==> config.mk <==
export PLATFORM = sky130hd
export DESIGN_NAME = viewport_scroll_controller
export DESIGN_NICKNAME = d
export VERILOG_FILES = /design/src/rtl/core/vsc_pkg.sv /design/src/rtl/core/vsc_div.sv /design/src/rtl/core/vsc_dp.sv /design/src/rtl/core/vsc_ctrl.sv /design/src/rtl/core/viewport_scroll_controller.sv
export SDC_FILE = /design/constraint.sdc
export NUM_CORES = 2
export LEC_CHECK = 0
export ABC_CLOCK_PERIOD_IN_PS = 12300
export BUFFER_PORTS_ARGS = -buffer_cell sky130_fd_sc_hd__buf_2
export CORE_AREA = 3 3 224 270
export CTS_CLUSTER_SIZE = 40
export DETAILED_ROUTE_END_ITERATION = 8
export DIE_AREA = 0 0 227 273
export PLACE_DENSITY = 0.81
export SETUP_SLACK_MARGIN = 0.4
export SYNTH_ARGS = -nofsm -noshare
export SYNTH_HDL_FRONTEND = slang
export SYNTH_SLANG_ARGS = --single-unit
==> constraint.sdc <==
create_clock -name clock -period 12.3 [get_ports clock]
set_input_delay 3.69 -clock clock [delete_from_list [all_inputs] [get_ports clock]]
set_output_delay 3.69 -clock clock [all_outputs]
set_load 0.02 [all_outputs]
==> src/rtl/core/vsc_pkg.sv <==
// Shared types, codes and constants of the viewport scroll controller.
`timescale 1ns / 1ps

package vsc_pkg;

   // Port widths.
   localparam int REQ_DATA_W = 40;
   localparam int REQ_USER_W = 2;
   localparam int RSP_DATA_W = 72;
   localparam int CSR_ADDR_W = 3;
   localparam int CSR_DATA_W = 12;
   localparam int OUT_TILE_W = 12;

   // Request kinds carried in req_tuser; the fourth code changes no view state but still returns a result.
   localparam logic [1:0] REQ_ACCEL = 2'd0;
   localparam logic [1:0] REQ_ABS   = 2'd1;
   localparam logic [1:0] REQ_TICK  = 2'd2;

   // Control register indexes.
   localparam logic [2:0] CSR_SCROLL_STEP = 3'd0;
   localparam logic [2:0] CSR_MAX_SCROLL  = 3'd1;
   localparam logic [2:0] CSR_SCROLL_TIME = 3'd2;
   localparam logic [2:0] CSR_TILE_WIDTH  = 3'd3;
   localparam logic [2:0] CSR_MAX_TILE_X  = 3'd4;
   localparam logic [2:0] CSR_MAX_TILE_Y  = 3'd5;
   localparam logic [2:0] CSR_MAX_OFF_X   = 3'd6;
   localparam logic [2:0] CSR_MAX_OFF_Y   = 3'd7;

   // Control register reset values.
   localparam logic [6:0]  RST_SCROLL_STEP = 7'd1;
   localparam logic [6:0]  RST_MAX_SCROLL  = 7'd16;
   localparam logic [7:0]  RST_SCROLL_TIME = 8'd4;
   localparam logic [7:0]  RST_TILE_WIDTH  = 8'd24;

   // Direction bit positions.
   localparam int DIR_UP    = 0;
   localparam int DIR_DOWN  = 1;
   localparam int DIR_LEFT  = 2;
   localparam int DIR_RIGHT = 3;
   localparam logic [3:0] DIRS_RESET = 4'b1010;

   // Velocity magnitude limit and pointer offset clamp.
   localparam logic [7:0]  VEL_LIMIT = 8'd127;
   localparam logic [11:0] ABS_LIM   = 12'd100;

   // x / 100 as (x * 5243) >> 19, exact for x up to 12700.
   localparam logic [12:0] RCP_MUL   = 13'd5243;
   localparam int          RCP_SHIFT = 19;

   // Tile carry divider.
   localparam int DIV_N_W   = 9;
   localparam int DIV_D_W   = 8;
   localparam int DIV_CNT_W = $clog2(DIV_N_W + 1);

   typedef enum logic [3:0] {
      S_IDLE,
      S_ACC,
      S_ACC_END,
      S_ABS_MUL,
      S_ABS_RCP,
      S_ABS_END,
      S_T_MUL,
      S_T_CLAMP,
      S_T_CHECK,
      S_T_DIV,
      S_T_WAIT,
      S_T_CARRY,
      S_T_END,
      S_DONE
   } vsc_state_type;

   typedef enum logic [3:0] {
      OP_IDLE,
      OP_LATCH,
      OP_ACC_STEP,
      OP_ACC_END,
      OP_ABS_MUL,
      OP_ABS_RCP,
      OP_ABS_END,
      OP_T_MUL,
      OP_T_CLAMP,
      OP_T_STOP,
      OP_T_DIV,
      OP_T_CARRY,
      OP_T_END,
      OP_LOAD_OUT
   } vsc_op_type;

   // sel is the direction index during acceleration and the axis (bit 0) during a tick.
   typedef struct packed {
      vsc_op_type op;
      logic [1:0] sel;
   } vsc_cmd_type;

   typedef struct packed {
      logic vel_zero;
      logic div_done;
   } vsc_stat_type;

endpackage

==> src/rtl/core/vsc_div.sv <==
// Restoring divider, one quotient bit per cycle, for the tile carry.
`timescale 1ns / 1ps

module vsc_div
   import vsc_pkg::*;
(
   input  logic               clock,
   input  logic               reset,
   input  logic               start,
   input  logic [DIV_N_W-1:0] dividend,
   input  logic [DIV_D_W-1:0] divisor,
   output logic               done,
   output logic [DIV_N_W-1:0] quotient,
   output logic [DIV_D_W-1:0] remainder
);

   logic                 busy_ff, busy_in;
   logic                 done_ff, done_in;
   logic [DIV_CNT_W-1:0] cnt_ff, cnt_in;
   logic [DIV_N_W-1:0]   quo_ff, quo_in;
   logic [DIV_D_W-1:0]   rem_ff, rem_in;
   logic [DIV_D_W-1:0]   dvs_ff, dvs_in;
   logic [DIV_D_W:0]     trial;
   logic                 fits;

   assign trial = {rem_ff, quo_ff[DIV_N_W-1]};
   assign fits  = trial >= {1'b0, dvs_ff};

   always_comb begin
      busy_in = busy_ff;
      done_in = done_ff;
      cnt_in  = cnt_ff;
      quo_in  = quo_ff;
      rem_in  = rem_ff;
      dvs_in  = dvs_ff;
      if (start) begin
         busy_in = 1'b1;
         done_in = 1'b0;
         cnt_in  = DIV_CNT_W'(DIV_N_W);
         quo_in  = dividend;
         rem_in  = '0;
         dvs_in  = divisor;
      end else if (busy_ff) begin
         // The partial remainder stays below the divisor, so it fits in DIV_D_W bits.
         rem_in = fits ? DIV_D_W'(trial - {1'b0, dvs_ff}) : trial[DIV_D_W-1:0];
         quo_in = {quo_ff[DIV_N_W-2:0], fits};
         cnt_in = cnt_ff - 1'b1;
         if (cnt_ff == DIV_CNT_W'(1)) begin
            busy_in = 1'b0;
            done_in = 1'b1;
         end
      end
   end

   always_ff @(posedge clock) begin
      if (reset) begin
         busy_ff <= 1'b0;
         done_ff <= 1'b0;
         cnt_ff  <= '0;
      end else begin
         busy_ff <= busy_in;
         done_ff <= done_in;
         cnt_ff  <= cnt_in;
      end
   end

   always_ff @(posedge clock) begin
      quo_ff <= quo_in;
      rem_ff <= rem_in;
      dvs_ff <= dvs_in;
   end

   assign done      = done_ff;
   assign quotient  = quo_ff;
   assign remainder = rem_ff;

endmodule

==> src/rtl/core/vsc_dp.sv <==
// Datapath: control registers, view state, velocity and position arithmetic, result register.
`timescale 1ns / 1ps

module vsc_dp
   import vsc_pkg::*;
#(
   parameter int TILE_POS_BITS = 12
) (
   input  logic                  clock,
   input  logic                  reset,
   input  logic                  csr_we,
   input  logic [CSR_ADDR_W-1:0] csr_addr,
   input  logic [CSR_DATA_W-1:0] csr_wdata,
   input  logic [REQ_DATA_W-1:0] req_tdata,
   input  vsc_cmd_type           cmd,
   output vsc_stat_type          stat,
   output logic [RSP_DATA_W-1:0] rsp_tdata
);

   localparam int TPB = TILE_POS_BITS;
   localparam int PW  = TPB + 8;
   localparam int PW1 = PW + 1;
   localparam int SW  = TPB + 11;

   // Control registers.
   logic [6:0]  step_ff, step_in;
   logic [6:0]  maxs_ff, maxs_in;
   logic [7:0]  stime_ff, stime_in;
   logic [7:0]  tw_ff, tw_in;
   logic [11:0] mtx_ff, mtx_in;
   logic [11:0] mty_ff, mty_in;
   logic [7:0]  mox_ff, mox_in;
   logic [7:0]  moy_ff, moy_in;

   // Latched request.
   logic [3:0]  dir_ff, dir_in;
   logic [11:0] dx_ff, dx_in;
   logic [11:0] dy_ff, dy_in;
   logic [7:0]  border_ff, border_in;
   logic [3:0]  dout_ff, dout_in;
   logic        vx_ff, vx_in;
   logic        vy_ff, vy_in;

   // View state.
   logic [TPB-1:0] tile_x_ff, tile_x_in;
   logic [TPB-1:0] tile_y_ff, tile_y_in;
   logic [7:0]     off_x_ff, off_x_in;
   logic [7:0]     off_y_ff, off_y_in;
   logic [7:0]     vel_x_ff, vel_x_in;
   logic [7:0]     vel_y_ff, vel_y_in;
   logic [7:0]     hold_ff, hold_in;
   logic           active_ff, active_in;
   logic [3:0]     allowed_ff, allowed_in;

   // Intermediate results.
   logic [13:0]  pmag_x_ff, pmag_x_in;
   logic [13:0]  pmag_y_ff, pmag_y_in;
   logic         pneg_x_ff, pneg_x_in;
   logic         pneg_y_ff, pneg_y_in;
   logic [6:0]   q_x_ff, q_x_in;
   logic [6:0]   q_y_ff, q_y_in;
   logic [PW-1:0] p_ff, p_in;
   logic [PW-1:0] mp_ff, mp_in;
   logic          nneg_ff, nneg_in;
   logic [RSP_DATA_W-1:0] rsp_data_ff, rsp_data_in;

   // Combinational helpers.
   logic [7:0]     eff_tw;
   logic           ax;
   logic [TPB-1:0] mtx_ext, mty_ext;
   logic [TPB-1:0] cur_tile, cur_mt;
   logic [7:0]     cur_off, cur_mo, cur_vel, vmag;
   logic [3:0]     mask_now;
   logic           on_y, pos_dir, acc_ok;
   logic [7:0]     acc_v;
   logic [8:0]     acc_vs, acc_step, acc_sum, acc_rs;
   logic [7:0]     acc_new;
   logic [6:0]     cm_x, cm_y;
   logic [26:0]    rcp_x, rcp_y;
   logic [12:0]    sdx, sdy, sbrd, nbrd;
   logic           le_x, ge_x, le_y, ge_y;
   logic [7:0]     absv_x, absv_y;
   logic [PW-1:0]  tile_wide, mt_wide, tw_wide, p_calc, mp_calc;
   logic           low_hit, high_hit;
   logic [9:0]     n10;
   logic [DIV_N_W-1:0] nmag, div_q;
   logic [DIV_D_W-1:0] div_r, r_new;
   logic [10:0]    qs;
   logic [SW-1:0]  tile_sum;
   logic [TPB-1:0] tile_new;
   logic [7:0]     hold_next;
   logic           div_start, div_done;

   function automatic logic [6:0] clamp_mag(input logic [11:0] d);
      logic [11:0] m;
      if ($signed(d) > $signed(ABS_LIM) || $signed(d) < -$signed(ABS_LIM)) begin
         m = ABS_LIM;
      end else if (d[11]) begin
         m = 12'd0 - d;
      end else begin
         m = d;
      end
      return m[6:0];
   endfunction

   // Halve, rounding toward zero.
   function automatic logic [7:0] halve(input logic [7:0] v);
      logic [8:0] t;
      t = {v[7], v} + {8'd0, v[7]};
      return t[8:1];
   endfunction

   assign eff_tw  = (tw_ff == 8'd0) ? 8'd1 : tw_ff;
   assign mtx_ext = TPB'(mtx_ff);
   assign mty_ext = TPB'(mty_ff);

   // Per-axis selection for the tick steps.
   assign ax       = cmd.sel[0];
   assign cur_tile = ax ? tile_y_ff : tile_x_ff;
   assign cur_off  = ax ? off_y_ff : off_x_ff;
   assign cur_vel  = ax ? vel_y_ff : vel_x_ff;
   assign cur_mt   = ax ? mty_ext : mtx_ext;
   assign cur_mo   = ax ? moy_ff : mox_ff;
   assign vmag     = cur_vel[7] ? 8'd0 - cur_vel : cur_vel;

   always_comb begin
      mask_now = 4'hF;
      if (tile_x_ff == '0 && off_x_ff == 8'd0) mask_now[DIR_LEFT] = 1'b0;
      if (tile_y_ff == '0 && off_y_ff == 8'd0) mask_now[DIR_UP] = 1'b0;
      if (tile_x_ff == mtx_ext && off_x_ff == mox_ff) mask_now[DIR_RIGHT] = 1'b0;
      if (tile_y_ff == mty_ext && off_y_ff == moy_ff) mask_now[DIR_DOWN] = 1'b0;
   end

   // One accelerate step for the direction in cmd.sel, worked along that direction's sign.
   assign on_y     = !cmd.sel[1];
   assign pos_dir  = cmd.sel[0];
   assign acc_ok   = allowed_ff[cmd.sel];
   assign acc_v    = on_y ? vel_y_ff : vel_x_ff;
   assign acc_vs   = pos_dir ? {acc_v[7], acc_v} : 9'd0 - {acc_v[7], acc_v};
   assign acc_step = {2'b00, step_ff};
   assign acc_sum  = acc_vs + acc_step;

   always_comb begin
      if (acc_vs[8] || acc_vs == 9'd0) begin
         acc_rs = acc_step;
      end else if ($signed(acc_vs) < $signed({2'b00, maxs_ff})) begin
         acc_rs = (acc_sum > {1'b0, VEL_LIMIT}) ? {1'b0, VEL_LIMIT} : acc_sum;
      end else begin
         acc_rs = acc_vs;
      end
   end

   assign acc_new = pos_dir ? acc_rs[7:0] : 8'd0 - acc_rs[7:0];

   // Pointer mode.
   assign cm_x  = clamp_mag(dx_ff);
   assign cm_y  = clamp_mag(dy_ff);
   assign rcp_x = 27'(pmag_x_ff) * 27'(RCP_MUL);
   assign rcp_y = 27'(pmag_y_ff) * 27'(RCP_MUL);
   assign sdx   = {dx_ff[11], dx_ff};
   assign sdy   = {dy_ff[11], dy_ff};
   assign sbrd  = {5'd0, border_ff};
   assign nbrd  = 13'd0 - sbrd;
   assign le_x  = $signed(sdx) <= $signed(nbrd);
   assign ge_x  = $signed(sdx) >= $signed(sbrd);
   assign le_y  = $signed(sdy) <= $signed(nbrd);
   assign ge_y  = $signed(sdy) >= $signed(sbrd);
   assign absv_x = pneg_x_ff ? 8'd0 - {1'b0, q_x_ff} : {1'b0, q_x_ff};
   assign absv_y = pneg_y_ff ? 8'd0 - {1'b0, q_y_ff} : {1'b0, q_y_ff};

   // Linear pixel positions for the bound checks.
   assign tile_wide = PW'(cur_tile);
   assign mt_wide   = PW'(cur_mt);
   assign tw_wide   = PW'(eff_tw);
   assign p_calc    = tile_wide * tw_wide + PW'(cur_off);
   assign mp_calc   = mt_wide * tw_wide + PW'(cur_mo);
   assign low_hit   = cur_vel[7] && (p_ff <= PW'(vmag));
   assign high_hit  = !cur_vel[7] && (cur_vel != 8'd0) &&
                      ({1'b0, p_ff} + PW1'(vmag) >= {1'b0, mp_ff});

   // Offset plus velocity is split into whole tiles and a remainder by floor division.
   assign n10       = {2'b00, cur_off} + {{2{cur_vel[7]}}, cur_vel};
   assign nmag      = n10[9] ? DIV_N_W'(10'd0 - n10) : n10[DIV_N_W-1:0];
   assign div_start = (cmd.op == OP_T_DIV);

   always_comb begin
      if (!nneg_ff) begin
         qs = {2'b00, div_q};
      end else if (div_r == '0) begin
         qs = 11'd0 - {2'b00, div_q};
      end else begin
         qs = 11'd0 - {2'b00, div_q} - 11'd1;
      end
   end

   assign r_new    = (nneg_ff && div_r != '0) ? eff_tw - div_r : div_r;
   assign tile_sum = SW'(cur_tile) + {{(SW - 11){qs[10]}}, qs};
   assign tile_new = tile_sum[TPB-1:0];
   assign hold_next = (hold_ff == 8'hFF) ? hold_ff : hold_ff + 8'd1;

   vsc_div u_div (
      .clock     (clock),
      .reset     (reset),
      .start     (div_start),
      .dividend  (nmag),
      .divisor   (eff_tw),
      .done      (div_done),
      .quotient  (div_q),
      .remainder (div_r)
   );

   // Control register writes.
   always_comb begin
      step_in  = step_ff;
      maxs_in  = maxs_ff;
      stime_in = stime_ff;
      tw_in    = tw_ff;
      mtx_in   = mtx_ff;
      mty_in   = mty_ff;
      mox_in   = mox_ff;
      moy_in   = moy_ff;
      if (csr_we) begin
         unique case (csr_addr)
            CSR_SCROLL_STEP: step_in  = csr_wdata[6:0];
            CSR_MAX_SCROLL:  maxs_in  = csr_wdata[6:0];
            CSR_SCROLL_TIME: stime_in = csr_wdata[7:0];
            CSR_TILE_WIDTH:  tw_in    = csr_wdata[7:0];
            CSR_MAX_TILE_X:  mtx_in   = csr_wdata;
            CSR_MAX_TILE_Y:  mty_in   = csr_wdata;
            CSR_MAX_OFF_X:   mox_in   = csr_wdata[7:0];
            CSR_MAX_OFF_Y:   moy_in   = csr_wdata[7:0];
            default: ;
         endcase
      end
   end

   // Operation decoder.
   always_comb begin
      dir_in      = dir_ff;
      dx_in       = dx_ff;
      dy_in       = dy_ff;
      border_in   = border_ff;
      dout_in     = dout_ff;
      vx_in       = vx_ff;
      vy_in       = vy_ff;
      tile_x_in   = tile_x_ff;
      tile_y_in   = tile_y_ff;
      off_x_in    = off_x_ff;
      off_y_in    = off_y_ff;
      vel_x_in    = vel_x_ff;
      vel_y_in    = vel_y_ff;
      hold_in     = hold_ff;
      active_in   = active_ff;
      allowed_in  = allowed_ff;
      pmag_x_in   = pmag_x_ff;
      pmag_y_in   = pmag_y_ff;
      pneg_x_in   = pneg_x_ff;
      pneg_y_in   = pneg_y_ff;
      q_x_in      = q_x_ff;
      q_y_in      = q_y_ff;
      p_in        = p_ff;
      mp_in       = mp_ff;
      nneg_in     = nneg_ff;
      rsp_data_in = rsp_data_ff;

      unique case (cmd.op)
         OP_IDLE: ;
         OP_LATCH: begin
            dir_in    = req_tdata[3:0];
            dx_in     = req_tdata[15:4];
            dy_in     = req_tdata[27:16];
            border_in = req_tdata[35:28];
            dout_in   = 4'd0;
            vx_in     = 1'b0;
            vy_in     = 1'b0;
         end
         OP_ACC_STEP: begin
            if (dir_ff[cmd.sel]) begin
               if (!acc_ok) begin
                  dir_in[cmd.sel] = 1'b0;
               end
               if (on_y) begin
                  vel_y_in = acc_ok ? acc_new : 8'd0;
                  vy_in    = acc_ok;
               end else begin
                  vel_x_in = acc_ok ? acc_new : 8'd0;
                  vx_in    = acc_ok;
               end
            end
         end
         OP_ACC_END: begin
            if (vx_ff || vy_ff) begin
               hold_in   = 8'd0;
               active_in = 1'b1;
            end
            dout_in = dir_ff;
         end
         OP_ABS_MUL: begin
            pmag_x_in = 14'(cm_x) * 14'(maxs_ff);
            pmag_y_in = 14'(cm_y) * 14'(maxs_ff);
            pneg_x_in = dx_ff[11];
            pneg_y_in = dy_ff[11];
         end
         OP_ABS_RCP: begin
            q_x_in = rcp_x[RCP_SHIFT+6:RCP_SHIFT];
            q_y_in = rcp_y[RCP_SHIFT+6:RCP_SHIFT];
         end
         OP_ABS_END: begin
            // A pointer at or past the negative border wins over the positive one.
            if (le_x) begin
               vel_x_in = allowed_ff[DIR_LEFT] ? absv_x : 8'd0;
               dout_in[DIR_LEFT] = allowed_ff[DIR_LEFT];
            end else if (ge_x) begin
               vel_x_in = allowed_ff[DIR_RIGHT] ? absv_x : 8'd0;
               dout_in[DIR_RIGHT] = allowed_ff[DIR_RIGHT];
            end
            if (le_y) begin
               vel_y_in = allowed_ff[DIR_UP] ? absv_y : 8'd0;
               dout_in[DIR_UP] = allowed_ff[DIR_UP];
            end else if (ge_y) begin
               vel_y_in = allowed_ff[DIR_DOWN] ? absv_y : 8'd0;
               dout_in[DIR_DOWN] = allowed_ff[DIR_DOWN];
            end
            active_in = (le_x && allowed_ff[DIR_LEFT]) ||
                        (!le_x && ge_x && allowed_ff[DIR_RIGHT]) ||
                        (le_y && allowed_ff[DIR_UP]) ||
                        (!le_y && ge_y && allowed_ff[DIR_DOWN]);
         end
         OP_T_MUL: begin
            p_in  = p_calc;
            mp_in = mp_calc;
         end
         OP_T_CLAMP: begin
            if (low_hit || high_hit) begin
               hold_in = 8'd0;
               if (ax) begin
                  vel_y_in  = 8'd0;
                  tile_y_in = low_hit ? '0 : cur_mt;
                  off_y_in  = low_hit ? 8'd0 : cur_mo;
               end else begin
                  vel_x_in  = 8'd0;
                  tile_x_in = low_hit ? '0 : cur_mt;
                  off_x_in  = low_hit ? 8'd0 : cur_mo;
               end
            end
         end
         OP_T_STOP: begin
            active_in  = 1'b0;
            allowed_in = mask_now;
         end
         OP_T_DIV: begin
            nneg_in = n10[9];
         end
         OP_T_CARRY: begin
            if (ax) begin
               tile_y_in = tile_new;
               off_y_in  = r_new;
            end else begin
               tile_x_in = tile_new;
               off_x_in  = r_new;
            end
         end
         OP_T_END: begin
            hold_in = hold_next;
            if (hold_next >= stime_ff) begin
               vel_x_in = halve(vel_x_ff);
               vel_y_in = halve(vel_y_ff);
            end
            allowed_in = mask_now;
         end
         OP_LOAD_OUT: begin
            rsp_data_in = {7'd0, active_ff, vel_y_ff, vel_x_ff, off_y_ff, off_x_ff,
                           OUT_TILE_W'(tile_y_ff), OUT_TILE_W'(tile_x_ff),
                           allowed_ff, dout_ff};
         end
         default: ;
      endcase
   end

   always_ff @(posedge clock) begin
      if (reset) begin
         step_ff    <= RST_SCROLL_STEP;
         maxs_ff    <= RST_MAX_SCROLL;
         stime_ff   <= RST_SCROLL_TIME;
         tw_ff      <= RST_TILE_WIDTH;
         mtx_ff     <= '0;
         mty_ff     <= '0;
         mox_ff     <= '0;
         moy_ff     <= '0;
         tile_x_ff  <= '0;
         tile_y_ff  <= '0;
         off_x_ff   <= '0;
         off_y_ff   <= '0;
         vel_x_ff   <= '0;
         vel_y_ff   <= '0;
         hold_ff    <= '0;
         active_ff  <= 1'b0;
         allowed_ff <= DIRS_RESET;
      end else begin
         step_ff    <= step_in;
         maxs_ff    <= maxs_in;
         stime_ff   <= stime_in;
         tw_ff      <= tw_in;
         mtx_ff     <= mtx_in;
         mty_ff     <= mty_in;
         mox_ff     <= mox_in;
         moy_ff     <= moy_in;
         tile_x_ff  <= tile_x_in;
         tile_y_ff  <= tile_y_in;
         off_x_ff   <= off_x_in;
         off_y_ff   <= off_y_in;
         vel_x_ff   <= vel_x_in;
         vel_y_ff   <= vel_y_in;
         hold_ff    <= hold_in;
         active_ff  <= active_in;
         allowed_ff <= allowed_in;
      end
   end

   always_ff @(posedge clock) begin
      dir_ff      <= dir_in;
      dx_ff       <= dx_in;
      dy_ff       <= dy_in;
      border_ff   <= border_in;
      dout_ff     <= dout_in;
      vx_ff       <= vx_in;
      vy_ff       <= vy_in;
      pmag_x_ff   <= pmag_x_in;
      pmag_y_ff   <= pmag_y_in;
      pneg_x_ff   <= pneg_x_in;
      pneg_y_ff   <= pneg_y_in;
      q_x_ff      <= q_x_in;
      q_y_ff      <= q_y_in;
      p_ff        <= p_in;
      mp_ff       <= mp_in;
      nneg_ff     <= nneg_in;
      rsp_data_ff <= rsp_data_in;
   end

   assign stat.vel_zero = (vel_x_ff == 8'd0) && (vel_y_ff == 8'd0);
   assign stat.div_done = div_done;
   assign rsp_tdata     = rsp_data_ff;

endmodule

==> src/rtl/core/vsc_ctrl.sv <==
// Sequencer: steps the datapath through each request and owns both handshakes.
`timescale 1ns / 1ps

module vsc_ctrl
   import vsc_pkg::*;
(
   input  logic                  clock,
   input  logic                  reset,
   input  logic                  req_tvalid,
   input  logic [REQ_USER_W-1:0] req_tuser,
   output logic                  req_tready,
   output logic                  rsp_tvalid,
   input  logic                  rsp_tready,
   input  vsc_stat_type          stat,
   output vsc_cmd_type           cmd
);

   vsc_state_type state_ff, state_in;
   logic [1:0]    sel_ff, sel_in;
   logic          rsp_valid_ff, rsp_valid_in;
   logic          out_free;

   assign out_free = !rsp_valid_ff || rsp_tready;

   // Next state.
   always_comb begin
      state_in     = state_ff;
      sel_in       = sel_ff;
      rsp_valid_in = rsp_valid_ff;
      if (rsp_valid_ff && rsp_tready) begin
         rsp_valid_in = 1'b0;
      end
      unique case (state_ff)
         S_IDLE: begin
            sel_in = 2'd0;
            if (req_tvalid) begin
               case (req_tuser)
                  REQ_ACCEL: state_in = S_ACC;
                  REQ_ABS:   state_in = S_ABS_MUL;
                  REQ_TICK:  state_in = S_T_MUL;
                  default:   state_in = S_DONE;
               endcase
            end
         end
         S_ACC: begin
            sel_in = sel_ff + 2'd1;
            if (sel_ff == 2'd3) begin
               state_in = S_ACC_END;
            end
         end
         S_ACC_END: state_in = S_DONE;
         S_ABS_MUL: state_in = S_ABS_RCP;
         S_ABS_RCP: state_in = S_ABS_END;
         S_ABS_END: state_in = S_DONE;
         S_T_MUL:   state_in = S_T_CLAMP;
         S_T_CLAMP: begin
            if (sel_ff[0]) begin
               sel_in   = 2'd0;
               state_in = S_T_CHECK;
            end else begin
               sel_in   = 2'd1;
               state_in = S_T_MUL;
            end
         end
         S_T_CHECK: state_in = stat.vel_zero ? S_DONE : S_T_WAIT;
         S_T_DIV:   state_in = S_T_WAIT;
         S_T_WAIT: begin
            if (stat.div_done) begin
               state_in = S_T_CARRY;
            end
         end
         S_T_CARRY: begin
            if (sel_ff[0]) begin
               sel_in   = 2'd0;
               state_in = S_T_END;
            end else begin
               sel_in   = 2'd1;
               state_in = S_T_DIV;
            end
         end
         S_T_END: state_in = S_DONE;
         S_DONE: begin
            // Hold the finished result until the output register is free.
            if (out_free) begin
               rsp_valid_in = 1'b1;
               state_in     = S_IDLE;
            end
         end
         default: state_in = S_IDLE;
      endcase
   end

   // Outputs.
   always_comb begin
      cmd.op  = OP_IDLE;
      cmd.sel = sel_ff;
      unique case (state_ff)
         S_IDLE:    cmd.op = req_tvalid ? OP_LATCH : OP_IDLE;
         S_ACC:     cmd.op = OP_ACC_STEP;
         S_ACC_END: cmd.op = OP_ACC_END;
         S_ABS_MUL: cmd.op = OP_ABS_MUL;
         S_ABS_RCP: cmd.op = OP_ABS_RCP;
         S_ABS_END: cmd.op = OP_ABS_END;
         S_T_MUL:   cmd.op = OP_T_MUL;
         S_T_CLAMP: cmd.op = OP_T_CLAMP;
         S_T_CHECK: cmd.op = stat.vel_zero ? OP_T_STOP : OP_T_DIV;
         S_T_DIV:   cmd.op = OP_T_DIV;
         S_T_WAIT:  cmd.op = OP_IDLE;
         S_T_CARRY: cmd.op = OP_T_CARRY;
         S_T_END:   cmd.op = OP_T_END;
         S_DONE:    cmd.op = out_free ? OP_LOAD_OUT : OP_IDLE;
         default:   cmd.op = OP_IDLE;
      endcase
   end

   always_ff @(posedge clock) begin
      if (reset) begin
         state_ff     <= S_IDLE;
         sel_ff       <= 2'd0;
         rsp_valid_ff <= 1'b0;
      end else begin
         state_ff     <= state_in;
         sel_ff       <= sel_in;
         rsp_valid_ff <= rsp_valid_in;
      end
   end

   assign req_tready = (state_ff == S_IDLE);
   assign rsp_tvalid = rsp_valid_ff;

endmodule

==> src/rtl/core/viewport_scroll_controller.sv <==
// Tile-map viewport scroller: sequencer, datapath and result register.
//
// One request at a time; each gives one result. An accelerate request steps
// through the four directions and an end step, a pointer request through a
// multiply, a reciprocal and an end step; an unused kind goes straight to its
// result. A tick runs the bound checks, a multiply and a clamp step per axis,
// then the tile carry, a 9-step restoring divider run once per axis with its
// start and carry steps; a tick that leaves both velocities at zero ends after
// the bound checks. A new request is taken as soon as the previous result sits
// in the output register, whether or not that result has been taken yet.
`timescale 1ns / 1ps

module viewport_scroll_controller
   import vsc_pkg::*;
#(
   parameter int TILE_POS_BITS = 12
) (
   input  logic                  clock,
   input  logic                  reset,
   input  logic                  req_tvalid,
   output logic                  req_tready,
   // direction[3:0], dx[15:4], dy[27:16], border[35:28], zero fill[39:36]
   input  logic [REQ_DATA_W-1:0] req_tdata,
   // req_type[1:0]
   input  logic [REQ_USER_W-1:0] req_tuser,
   output logic                  rsp_tvalid,
   input  logic                  rsp_tready,
   // dir_out[3:0], valid_mask[7:4], tile_x[19:8], tile_y[31:20], off_x[39:32],
   // off_y[47:40], vel_x[55:48], vel_y[63:56], scrolling[64], zero fill[71:65]
   output logic [RSP_DATA_W-1:0] rsp_tdata,
   input  logic                  csr_we,
   input  logic [CSR_ADDR_W-1:0] csr_addr,
   input  logic [CSR_DATA_W-1:0] csr_wdata
);

   vsc_cmd_type  cmd;
   vsc_stat_type stat;

   vsc_ctrl u_ctrl (
      .clock      (clock),
      .reset      (reset),
      .req_tvalid (req_tvalid),
      .req_tuser  (req_tuser),
      .req_tready (req_tready),
      .rsp_tvalid (rsp_tvalid),
      .rsp_tready (rsp_tready),
      .stat       (stat),
      .cmd        (cmd)
   );

   vsc_dp #(
      .TILE_POS_BITS (TILE_POS_BITS)
   ) u_dp (
      .clock     (clock),
      .reset     (reset),
      .csr_we    (csr_we),
      .csr_addr  (csr_addr),
      .csr_wdata (csr_wdata),
      .req_tdata (req_tdata),
      .cmd       (cmd),
      .stat      (stat),
      .rsp_tdata (rsp_tdata)
   );

   // Only one request is in work at a time.
   a_one_in_work : assert property (@(posedge clock) disable iff (reset)
      (req_tvalid && req_tready) |=> !req_tready)
      else $error("request accepted while another is in work");

   // A result never appears in the cycle right after a request is taken.
   a_no_early_result : assert property (@(posedge clock) disable iff (reset)
      (req_tvalid && req_tready) |=> !$rose(rsp_tvalid))
      else $error("result raised too early after a request");

   // Velocities saturate symmetrically at 127.
   a_vel_range : assert property (@(posedge clock) disable iff (reset)
      rsp_tvalid |-> (rsp_tdata[55:48] != 8'h80 && rsp_tdata[63:56] != 8'h80))
      else $error("velocity outside the symmetric range");

endmodule
**After elaboration in Yosys (flattened, before gate mapping)**

Index checks and enable logic that the tools add are counted.

- Register bits after elaboration: 369
- Output and inout bits: 74
- Logic and storage cells: 359
- Bits of input ports: 62

- Magnitude comparators: 16
- Equality and inequality tests: 65
- Reductions and logical operators: 79
- $add $sub $neg: 24
- Bitwise logic cells: 2
- Muxes and demuxes: 120
- Multiply operators: 6

Operators by type and width:

| kind | number |
|---|---|
| $mux 8 | 43 |
| $mux 12 | 9 |
| $pmux 8 s4 | 2 |
| $mul 14x13->26 const B | 2 |
| $pmux 4 s13 | 1 |
| $eq 4x4->1 const B | 12 |
| $logic_not 8->1 | 6 |
| $pmux 12 s2 | 2 |
| $pmux 4 s12 | 1 |
| $add 20x8->20 | 2 |
| $mul 12x8->20 | 2 |
| $mux 4 | 10 |
| $mux 9 | 4 |
| $eq 4x3->1 const B | 8 |
| $pmux 8 s2 | 2 |
| $mul 7x7->14 | 2 |
| $mux 7 | 4 |
| $mux 1 | 26 |
| $eq 12x12->1 | 2 |
| $ge 12x9->1 | 2 |
| $gt 12x8->1 const B | 2 |
| $le 12x9->1 | 2 |
| $logic_not 12->1 | 2 |
| $lt 12x8->1 const B | 2 |
| other kinds (66) | 162 |

**Longest topological paths before layout**

- Depth in word-level cells: 14
- Gate-level depth with buffers: 31
- Gate-level depth less buffers: 27

**By module**

From an unflattened synthesis, not the netlist that was laid out.

- Cell total of the unflattened synthesis: 3994
- Area, all modules: 37404.6 um^2

Modules (own cells, without submodules):

| module | times used | area each (um^2) | cells an instance | sequential area each (um^2) |
|---|---|---|---|---|
| vsc_dp | 1 | 34997.3 | 3740 | 8548.2 |
| vsc_div | 1 | 1596.5 | 148 | 790.8 |
| vsc_ctrl | 1 | 810.8 | 106 | 140.1 |

**Worst setup path after synthesis**

No wires, ideal clock.

- Kind: input to register
- Start point: input rsp_tready
- End point: register u_dp.rsp_data_ff[0], in the netlist u_dp.rsp_tdata[0], enable pin
- Slack: 5.067 ns
- Cell stages on the path: 2
- Data arrival time: 6.737 ns
- Library setup time: 0.496 ns
- Required time: 11.804 ns
- Path buffers: 0
- Path through: nand2b_1 nor2b_1

- Cells in the longest elaborated chain, start to end: 4

RTL lines:

| what | line | source |
|---|---|---|
| start, declared | viewport_scroll_controller.sv:27 | `input logic rsp_tready,` |
| $logic_or 1x1->1 | vsc_ctrl.sv:23 | `assign out_free = !rsp_valid_ff \|\| rsp_tready;` |
| $mux 4 | vsc_ctrl.sv:111 | `S_DONE: cmd.op = out_free ? OP_LOAD_OUT : OP_IDLE;` |
| $pmux 4 s13 | vsc_ctrl.sv:97 | `unique case (state_ff)` |
| $eq 4x4->1 | vsc_dp.sv:266 | `unique case (cmd.op)` |
| end signal, assigned | vsc_dp.sv:437 | `rsp_data_ff <= rsp_data_in;` |
| end, declared | vsc_dp.sv:65 | `logic [RSP_DATA_W-1:0] rsp_data_ff, rsp_data_in;` |

No other way between the ends.
A chain may end at the register's enable or synchronous reset.

**Worst setup path after layout**

- Start point: register u_ctrl.sel_ff[0]
- End point: register u_dp.off_y_ff[7]

- Cells in the longest elaborated chain, start to end: 9
- Elaborated cells on any way between the ends: 21
- Classes of those cells: 2 x add/sub; 2 x order compare; 3 x eq/ne; 7 x mux; 7 x reduce/logical

RTL lines:

| what | line | source |
|---|---|---|
| start, declared | vsc_ctrl.sv:19 | `logic [1:0] sel_ff, sel_in;` |
| start signal, assigned | vsc_ctrl.sv:123 | `sel_ff <= sel_in;` |
| $mux 8 | vsc_dp.sv:121 | `assign cur_vel = ax ? vel_y_ff : vel_x_ff;` |
| $sub 1x8->8 | vsc_dp.sv:124 | `assign vmag = cur_vel[7] ? 8'd0 - cur_vel : cur_vel;` |
| $mux 8 | vsc_dp.sv:124 |  |
| $add 20x8->21 / $le 20x8->1 (equally long branches) | vsc_dp.sv:179, vsc_dp.sv:177 |  |
| $ge 21x20->1 / $logic_and 1x1->1 (equally long branches) | vsc_dp.sv:179, vsc_dp.sv:177 |  |
| $logic_and 1x1->1 / $mux 8 (equally long branches) | vsc_dp.sv:178, vsc_dp.sv:339 |  |
| $logic_or 1x1->1 / $mux 8 (equally long branches) | vsc_dp.sv:334, vsc_dp.sv:336 |  |
| $ne 2x1->1 (no source line) / $mux 8 (equally long branches) | n/a |  |
| $reduce_and 4->1 (no source line) / $pmux 8 s2 (equally long branches) | n/a |  |
| end signal, assigned | vsc_dp.sv:411 | `off_y_ff <= off_y_in;` |
| end, declared | vsc_dp.sv:48 | `logic [7:0] off_y_ff, off_y_in;` |

Parallel ways exist; a longest one is shown, timed or not. The select of a mux whose other input is x is not followed.

==> results.md <==
* Avg Inst Size Synth at 9.39 sq um
* GRT Resource Usage Total at 30.9%
* Slowest-stage cell, CP: nor3_1
* CTS H-tree depth at 2
* Clk buf depth at 3
* Multi-input gate area at 0.0248 sq mm
* Minimum clock period at 7.19 ns
* Worst slew pin tran at 1.20 ns
* Number of CTS-inserted buffers at 43
* CTS root buf: clkbuf_16
* Post-CTS setup buffers at 0
* Type of the worst min-delay path: flip-flop to flip-flop
* Clock skew at 0.0294 ns
* RSZ-0062 raised after global routing: no
* Leakage power at 18.6 nW
* Total Wirelength at 94.9 mm
* Synth Warn # at 0
* Layout cells sized above 1 at 7.07%
* Pin count of the biggest net entering global routing at 84
* Count leader, synth: inv_1
* Pre-antenna DRT Iters at 8
* Avg Vias per Cell at 6.07
* Worst hold margin at 0.419 ns
* Die width at 227 um
* Remaining Overflow, GRT at 0
* Clock Pin Slew Worst Setup and Hold Paths at 0.07 ns
* Slew headroom at 17.9%
* Fin. max-slew vios at 0
* Final hold violations at 0
* Post-route ant nets at 0
* Post-synth top area share at 17.0%
* Seq/Total Area, Yosys at 25.6%
* Peak supply drop at 0.154 mV
* Rows at 97
* Nets at 4882
* Total Negative Setup Slacks at 0 ns
* CTS Hold Bufs at 0
* Core Area at 0.0581 sq mm
* DRC violations left at 0
* Area growth from synthesis to layout at 7.63%
* Gp weighted congestion at 0.959
* Vias at 29100
* Critical Path RT at 12.80 ns
* Power Density at 190 mW/mm^2
* First-pass GRT wire length at 152 mm
* Post-Synthesis Cells at 3943
* Startpoint types: flip-flop
* CP Max Fanout at 23
* Tcrit/Tclk final at 58.5%
* 1st-iter DRT viols at 2696
* Largest stage delay on the critical path at 0.68 ns
* Cell area after layout at 0.0398 sq mm
* Main flop type after synthesis: edfxtp_1
* FF+latch area at 0.00948 sq mm
* Area of the mapped netlist at 0.0370 sq mm
* CTS tree: built
* Die height at 273 um
* Post-CTS Resized at 0
* Initial antenna violation count at 2
* Die area at 0.0620 sq mm
* FILL cells at 4320
* Placed insts at 4710
* Detail-routed net length per standard cell at 19.8 um
* Layout Cells excl Fill at 4791
* Maxcap violations at 0
* Unique masters post-synth at 89
* Outcome: finished, final reports clean
* Hpwl dp at 72.1 mm
* Post-synth EDFFs at 209
* Starting Density at 63.7%
* Critical path capture point type: flip-flop
* Final setup vio count at 0
* Buffers added on ports at 124
* Synth cell count leaders: inv_1, ha_1, nand2_1, fa_1, nor2_1
* Clk_lat worst skew at 0.59 ns
* Vias in the first global route at 29000
* Placed cell areas at 0.0383 sq mm
* Critical path class: flip-flop to flip-flop
* Max Clk Rate at 0.139 GHz
* Clock Sinks at 369
* Synth area leaders: fa_1, edfxtp_1, ha_1
* Biggest area consumer among synthesized cells: fa_1
* I/O Pins at 136
* #FFs+latches synth at 369
* Most used cell, CP: a21oi_1
* Asr flop ratio synth at 0%
* Worst Path Arrival at 7.69 ns
[cells in the final DEF, fill, tap and decap left out, drive strengths merged, types with 8 or more instances in the layout]
cell | netlist | layout
a22oi | 14 | 14
dfxtp | 160 | 160
ha | 493 | 493
o211ai | 12 | 12
nor4 | 37 | 37
buf | 29 | 154
o21a | 26 | 26
nand4 | 32 | 32
and3 | 20 | 20
o21ai | 103 | 103
edfxtp | 209 | 209
a21oi | 220 | 220
clkinv | 2 | 19
a211oi | 25 | 25
bufinv | 0 | 10
nand3 | 50 | 50
nand2b | 35 | 35
a41oi | 8 | 8
o41ai | 9 | 9
o22ai | 16 | 16
nand2 | 368 | 368
mux2i | 93 | 93
xor2 | 57 | 57
xnor2 | 169 | 169
a31oi | 20 | 20
mux2 | 28 | 28
nor3 | 92 | 92
inv | 591 | 592
o31ai | 28 | 28
or3 | 14 | 14
nor2 | 248 | 248
and2 | 94 | 94
nor2b | 52 | 52
fa | 314 | 314
a21o | 37 | 37
a21boi | 14 | 14
clkbuf | 106 | 50
o21bai | 21 | 21
[power breakdown]
group / internal [W] / leakage (nW) / switching [W] / total, W
registers: 0.00154 / 3.22 / 0.000277 / 0.00182
clock network: 0.000868 / 0.762 / 0.000546 / 0.00141
logic: 0.00174 / 14.7 / 0.00259 / 0.00433
[registers in the layout (all words and copies together) (netlist names), 9 cells and up]
register / count
u_dp.dy_ff: 12
u_dp.tile_y_ff: 12
u_dp.u_div.quotient: 9
u_dp.rsp_tdata: 65
u_dp.mty_ext: 12
u_dp.tile_x_ff: 12
u_dp.pmag_x_ff: 14
u_dp.pmag_y_ff: 14
u_dp.p_ff: 20
u_dp.mp_ff: 20
u_dp.mtx_ext: 12
u_dp.dx_ff: 12
[layout make-up]
class                      instances  share of cell area (%)
multi-input combinational       2852                    62.2
sequential                       369                    23.8
inverter                         593                    5.59
clock buffer                      50                    2.82
tap                              742                    2.33
timing repair buffer             154                    2.13
clock inverter                    29                    1.09
antenna                            2                  0.0126
[worst paths after layout]
path / startpoint / end / slack (ns) / depth (start not counted)
max: u_ctrl.sel_ff[0] / u_dp.off_y_ff[7] / 5.11 / 29
min: u_dp.dout_ff[2] / u_dp.rsp_tdata[2] / 0.42 / 0
max reg2reg: u_ctrl.sel_ff[0] / u_dp.off_y_ff[7] / 5.11 / 29
min reg2reg: u_dp.dout_ff[2] / u_dp.rsp_tdata[2] / 0.42 / 0
[worst max-delay path, delay by kind of cell (launching register included)]
family	cells	cell delay [ns]
compound gates	16	3.32
simple gates	6	1.38
buf+inv	4	1.11
fa+ha+maj	2	0.63
flops	1	0.51
xor+xnor	1	0.11
[logic make-up (layout without fill, tap and decap cells)]
family / after synthesis / count (layout) / share of synthesized area (%)
fa+ha+maj: 807 / 807 / 33.6
xor+xnor: 226 / 226 / 5.35
simple gates: 1074 / 1074 / 13.7
compound gates: 616 / 616 / 10.6
buf+inv: 728 / 826 / 7.57
other cells: 1 / 9 / 0.0101
flops: 369 / 369 / 25.6
mux: 122 / 122 / 3.44
[per-layer routing]
metal	share of wire [%]	GRT usage (%)	up-vias
li1	-	-	13400
met1	38	38.9	14100
met2	49	51.8	1223
met4	5.9	16.0	0
met5	0	0	-
met3	7.1	4.20	306
[through the flow]
step | power [W] | util (%) | worst slack (ns)
3_5_place_dp | 0.00607 | 65.8 | 5.36
6_report | 0.00757 | 68.5 | 5.11
5_1_grt | 0.00818 | 68.5 | 4.73
3_3_place_gp | 0.00594 | 65.8 | 5.48
2_1_floorplan | 0.00498 | - | 5.07
4_1_cts | 0.00753 | 68.5 | 5.26
(Power assumes the default switching activity.)
